<file path="config.mk">
export PLATFORM = sky130hd
export DESIGN_NAME = pfba_ctrl
export DESIGN_NICKNAME = d
export VERILOG_FILES = /design/src/sv/pfba_pkg.sv /design/src/sv/pfba_ctrl.sv
export SDC_FILE = /design/constraint.sdc
export NUM_CORES = 1
export LEC_CHECK = 0
export BUFFER_PORTS_ARGS = -buffer_cell sky130_fd_sc_hd__buf_2
export CAP_MARGIN = 20
export CORE_AREA = 3 3 40 42
export DETAILED_ROUTE_END_ITERATION = 10
export DIE_AREA = 0 0 43 45
export GPL_TIMING_DRIVEN = 0
export PLACE_DENSITY_LB_ADDON = 0.1
export SLEW_MARGIN = 15
export SYNTH_ARGS = -nofsm -noshare
export SYNTH_HDL_FRONTEND = slang
export SYNTH_SLANG_ARGS = --single-unit
</file>
<file path="constraint.sdc">
create_clock -name clk_i -period 1.75 [get_ports clk_i]
set_input_delay 0.2625 -clock clk_i [delete_from_list [all_inputs] [get_ports clk_i]]
set_output_delay 0.2625 -clock clk_i [all_outputs]
set_load 0.02 [all_outputs]
</file>
<file path="src/sv/pfba_pkg.sv">
// Package with the shared constants and the command/status types of the page frame allocator.
`timescale 1ns / 1ps
package pfba_pkg;

  localparam int NumFrames   = 4096;
  localparam int WordBits    = 64;
  localparam int MapWords    = NumFrames / WordBits;
  localparam int FrameW      = 12;
  localparam int LimitW      = 13;
  localparam int CountW      = 24;
  localparam int CntW        = 32;
  localparam int WordIdxW    = 6;
  localparam int BitIdxW     = 6;
  localparam int InDataW     = 40;
  localparam int OutDataW    = 112;

  localparam logic [1:0] OpAlloc    = 2'd0;
  localparam logic [1:0] OpFree     = 2'd1;
  localparam logic [1:0] OpUsable   = 2'd2;
  localparam logic [1:0] OpReserved = 2'd3;

  localparam logic [LimitW-1:0] LimitMax = LimitW'(NumFrames);

  typedef struct packed {
    logic load;
    logic srch_init;
    logic srch_restart;
    logic rd;
    logic eval;
    logic rmw_init;
    logic wr;
    logic commit;
  } dp_cmd_t;

  typedef struct packed {
    logic is_alloc;
    logic is_reserved;
    logic cnt_zero;
    logic from_ok;
    logic hit;
    logic word_last;
    logic rmw_last;
    logic pass2;
    logic out_free;
  } dp_stat_t;

endpackage

</file>
<file path="src/sv/pfba_ctrl.sv">
// Controller state machine sequencing search passes, map updates and result hand-off.
`timescale 1ns / 1ps
module pfba_ctrl import pfba_pkg::*; (
  input  logic     clk_i,
  input  logic     rst_ni,
  input  logic     in_valid_i,
  output logic     in_ready_o,
  input  dp_stat_t stat_i,
  output dp_cmd_t  cmd_o
);

  localparam logic [2:0] StIdle = 3'd0;
  localparam logic [2:0] StDec  = 3'd1;
  localparam logic [2:0] StChk  = 3'd2;
  localparam logic [2:0] StSrd  = 3'd3;
  localparam logic [2:0] StSev  = 3'd4;
  localparam logic [2:0] StMrd  = 3'd5;
  localparam logic [2:0] StMwr  = 3'd6;
  localparam logic [2:0] StDone = 3'd7;

  logic [2:0] state_q;
  logic [2:0] state_d;

  always_comb begin
    state_d    = state_q;
    cmd_o      = '0;
    in_ready_o = 1'b0;
    unique case (state_q)
      StIdle: begin
        in_ready_o = 1'b1;
        if (in_valid_i) begin
          cmd_o.load = 1'b1;
          state_d    = StDec;
        end
      end
      StDec: begin
        if (stat_i.is_reserved || stat_i.cnt_zero) begin
          state_d = StDone;
        end else if (stat_i.is_alloc) begin
          cmd_o.srch_init = 1'b1;
          state_d         = StChk;
        end else begin
          cmd_o.rmw_init = 1'b1;
          state_d        = StMrd;
        end
      end
      StChk: begin
        if (stat_i.from_ok) begin
          state_d = StSrd;
        end else if (!stat_i.pass2) begin
          cmd_o.srch_restart = 1'b1;
        end else begin
          state_d = StDone;
        end
      end
      StSrd: begin
        cmd_o.rd = 1'b1;
        state_d  = StSev;
      end
      StSev: begin
        if (stat_i.hit) begin
          cmd_o.eval = 1'b1;
          state_d    = StMrd;
        end else if (!stat_i.word_last) begin
          cmd_o.eval = 1'b1;
          state_d    = StSrd;
        end else if (!stat_i.pass2) begin
          cmd_o.srch_restart = 1'b1;
          state_d            = StChk;
        end else begin
          state_d = StDone;
        end
      end
      StMrd: begin
        cmd_o.rd = 1'b1;
        state_d  = StMwr;
      end
      StMwr: begin
        cmd_o.wr = 1'b1;
        state_d  = stat_i.rmw_last ? StDone : StMrd;
      end
      StDone: begin
        if (stat_i.out_free) begin
          cmd_o.commit = 1'b1;
          state_d      = StIdle;
        end
      end
      default: state_d = StIdle;
    endcase
  end

  always_ff @(posedge clk_i or negedge rst_ni) begin
    if (!rst_ni) begin
      state_q <= StIdle;
    end else begin
      state_q <= state_d;
    end
  end

endmodule

</file>
==> reports/qor.csv <==
metric,value,unit
crit path cell chain,nand2b_2 -> or2_1 -> nor4_1 -> buf_2,
DR pass1 iterations,4,
Synth Register Bits,3,
vias in the first global route,378,
clock latency on the worst-skew pair,0.23,ns
Largest regs,state_q x3,
share of flip-flops with an asynchronous set or reset,100,%
GPL Wtd Cong,0.762,
largest stage delay on the critical path,0.48,ns
pwr/cell area,1690,nW/um2
Port-buffer cells,20,
clock buffer depth,2,
initial antenna violation count,0,
max reg flops,3,
CP top delay family,flip-flops,
unrepaired setup endpoints after global routing,false,
met3 wire length,74,um
Starting Density,30.2,%
yosys warns,0,
Root Buffer,clkbuf_4,
Finished Core Util,42.8,%
Detailed Route WL,992,um
Tcrit/Tclk final,94.5,%
Die Y,45,um
routed vias,452,
"EDFF count, synth",0,
Worst Path Buf+Inv,1,
global-route wire length before repair,1590,um
Die W,43,um
"Avg Cell Area, Syn",7.76,um2
Fin Clk Skew,0.00183,ns
crit-path max FO,6,
routed length per instance,10.9,um
final hold vios,0,
mapped cell area,388,um2
metal2 WL,438,um
Netlist cell types,31,
syn nets,62,
Critical Path AT,1.39,ns
"Seq/Total Area, Yosys",19.4,%
fraction of layout cells with a size suffix above 1,42.1,%
Max Fclk,605,MHz
Setup CP Type,reg2out,
remaining global-route overflow,0,
pin count of the biggest net entering global routing,11,
"Slew Viols, Final",0,
# setup viols final,0,
Final ANT Viol Nets,0,
highest metal used,met3,
Synth Instances,50,
"Area growth, synth to finish",41.9,%
Worst path slowest cell,dfrtp_1,
Startpoint Class,flip-flop,
die area,1940,um2
Required @ worst endpoint,1.49,ns
Num CTS Buffers,3,
setup slack at placement,0.328,ns
Sink Count,3,
Slew headroom,77.4,%
worst-margin pin slew,0.335,ns
hold crit path type,in2async,
setup tns final,0,ns
Final HPWL DP,808,um
H-tree depth,1,
Fill cells,149,
worst vdd ir,0.000967,V
CTS tree,done,
met1 WL,478,um
status,finished clean,
initial DRC count,6,
num rows,13,
MaxCap Viol Count,0,
routed vias/inst,4.97,
post_cts resized,0,
IO Count,21,
n_diodes,0,
Core Region,1280,um2
"Power, Total",0.930,mW
clock slew at reported path FFs,0.04,ns
CP endpoint kind,output pin,
Final Net Count,89,
GRT Util Overall,10.4,%
Biggest register,state_q,
final worst path period need,1.65,ns
prevailing post-synth register cell,dfrtp_1,
Residual DRC,0,
Final WS setup,0.0971,ns
leak pwr,0.254,nW
==> cell families after synthesis <==
kind of cell    count (synthesis)  synth area share [%]
compound gates                 14                  27.1
simple gates                   29                  44.8
flops                           3                  19.4
buf+inv                         4                  8.71
==> timing repair <==
item	CTS	global route
endpoints found under the hold margin	3	0
buffers inserted	0	1
hold buffers	1	0
setup endpoints to repair	0	1
==> power by group <==
part | internal (mW) | switching, mW | leakage (nW)
sequential | 0.108 | 0.0420 | 0.0353
combinational | 0.304 | 0.358 | 0.204
clock | 0.0853 | 0.0331 | 0.0150
==> synthesized netlist by cell type, types with 2 or more instances <==
cell	instances	share of area (%)
a21oi_1	2	2.6
buf_6	2	5.8
dfrtp_1	3	19
nand2_1	5	4.8
nor2_1	5	4.8
a21boi_1	2	3.9
a211oi_1	2	3.9
nand3_1	2	2.6
nor2b_1	2	3.2
nand2b_1	2	3.2
nor3_1	3	3.9
==> cells in the final DEF, fill, tap and decap left out, types with 2 or more instances in the layout <==
cell type / netlist / routed
dfrtp_1: 3 / 3
clkbuf_4: 0 / 3
buf_2: 0 / 20
nand2b_1: 2 / 2
a21boi_1: 2 / 2
nand2_1: 5 / 5
nand3_1: 2 / 2
a211oi_1: 2 / 2
nor3_1: 3 / 3
nor2_1: 5 / 5
a21oi_1: 2 / 2
nor2b_1: 2 / 2
buf_6: 2 / 2
buf_4: 1 / 2
==> per-stage QoR <==
step,hold slack (ns),cells,instance area [um2]
after floorplan,-0.0331,50,388
after global routing,0.369,91,551
after CTS,0.358,90,543
after global placement,0.0628,85,507
after detailed placement,0.0627,85,507
final,0.357,91,551
==> metal layers <==
layer,vias up,global-route usage [%]
met5,-,0
met4,0,0
met3,0,4.38
met2,14,17.4
met1,201,13.6
li1,237,-
==> final cells by class <==
cell class / count / area (um2) / share of cell area [%]
multi-input cells: 43 / 279 / 50.7
well taps: 15 / 18.8 / 3.41
inverters: 1 / 3.75 / 0.682
clock buffers: 4 / 26.3 / 4.77
flip-flops and latches: 3 / 75.1 / 13.6
plain buffers: 3 / 30.0 / 5.45
repair buffers: 22 / 118 / 21.4
==> final timing paths <==
| check | cells after the start | start | slack [ns] | end |
|---|---|---|---|---|
| max | 4 | state_q[0] | 0.1 | cmd_o[2] |
| min reg2reg | 2 | state_q[1] | 0.68 | state_q[1] |
| max in group asynchronous | 2 | rst_ni | 1.29 | state_q[0] |
| max reg2reg | 5 | state_q[2] | 0.48 | state_q[1] |
| min in group clk_i | 4 | stat_i[5] | 0.38 | state_q[2] |
| min | 2 | rst_ni | 0.36 | state_q[1] |
No activity file was read; power rests on OpenSTA's default activity.
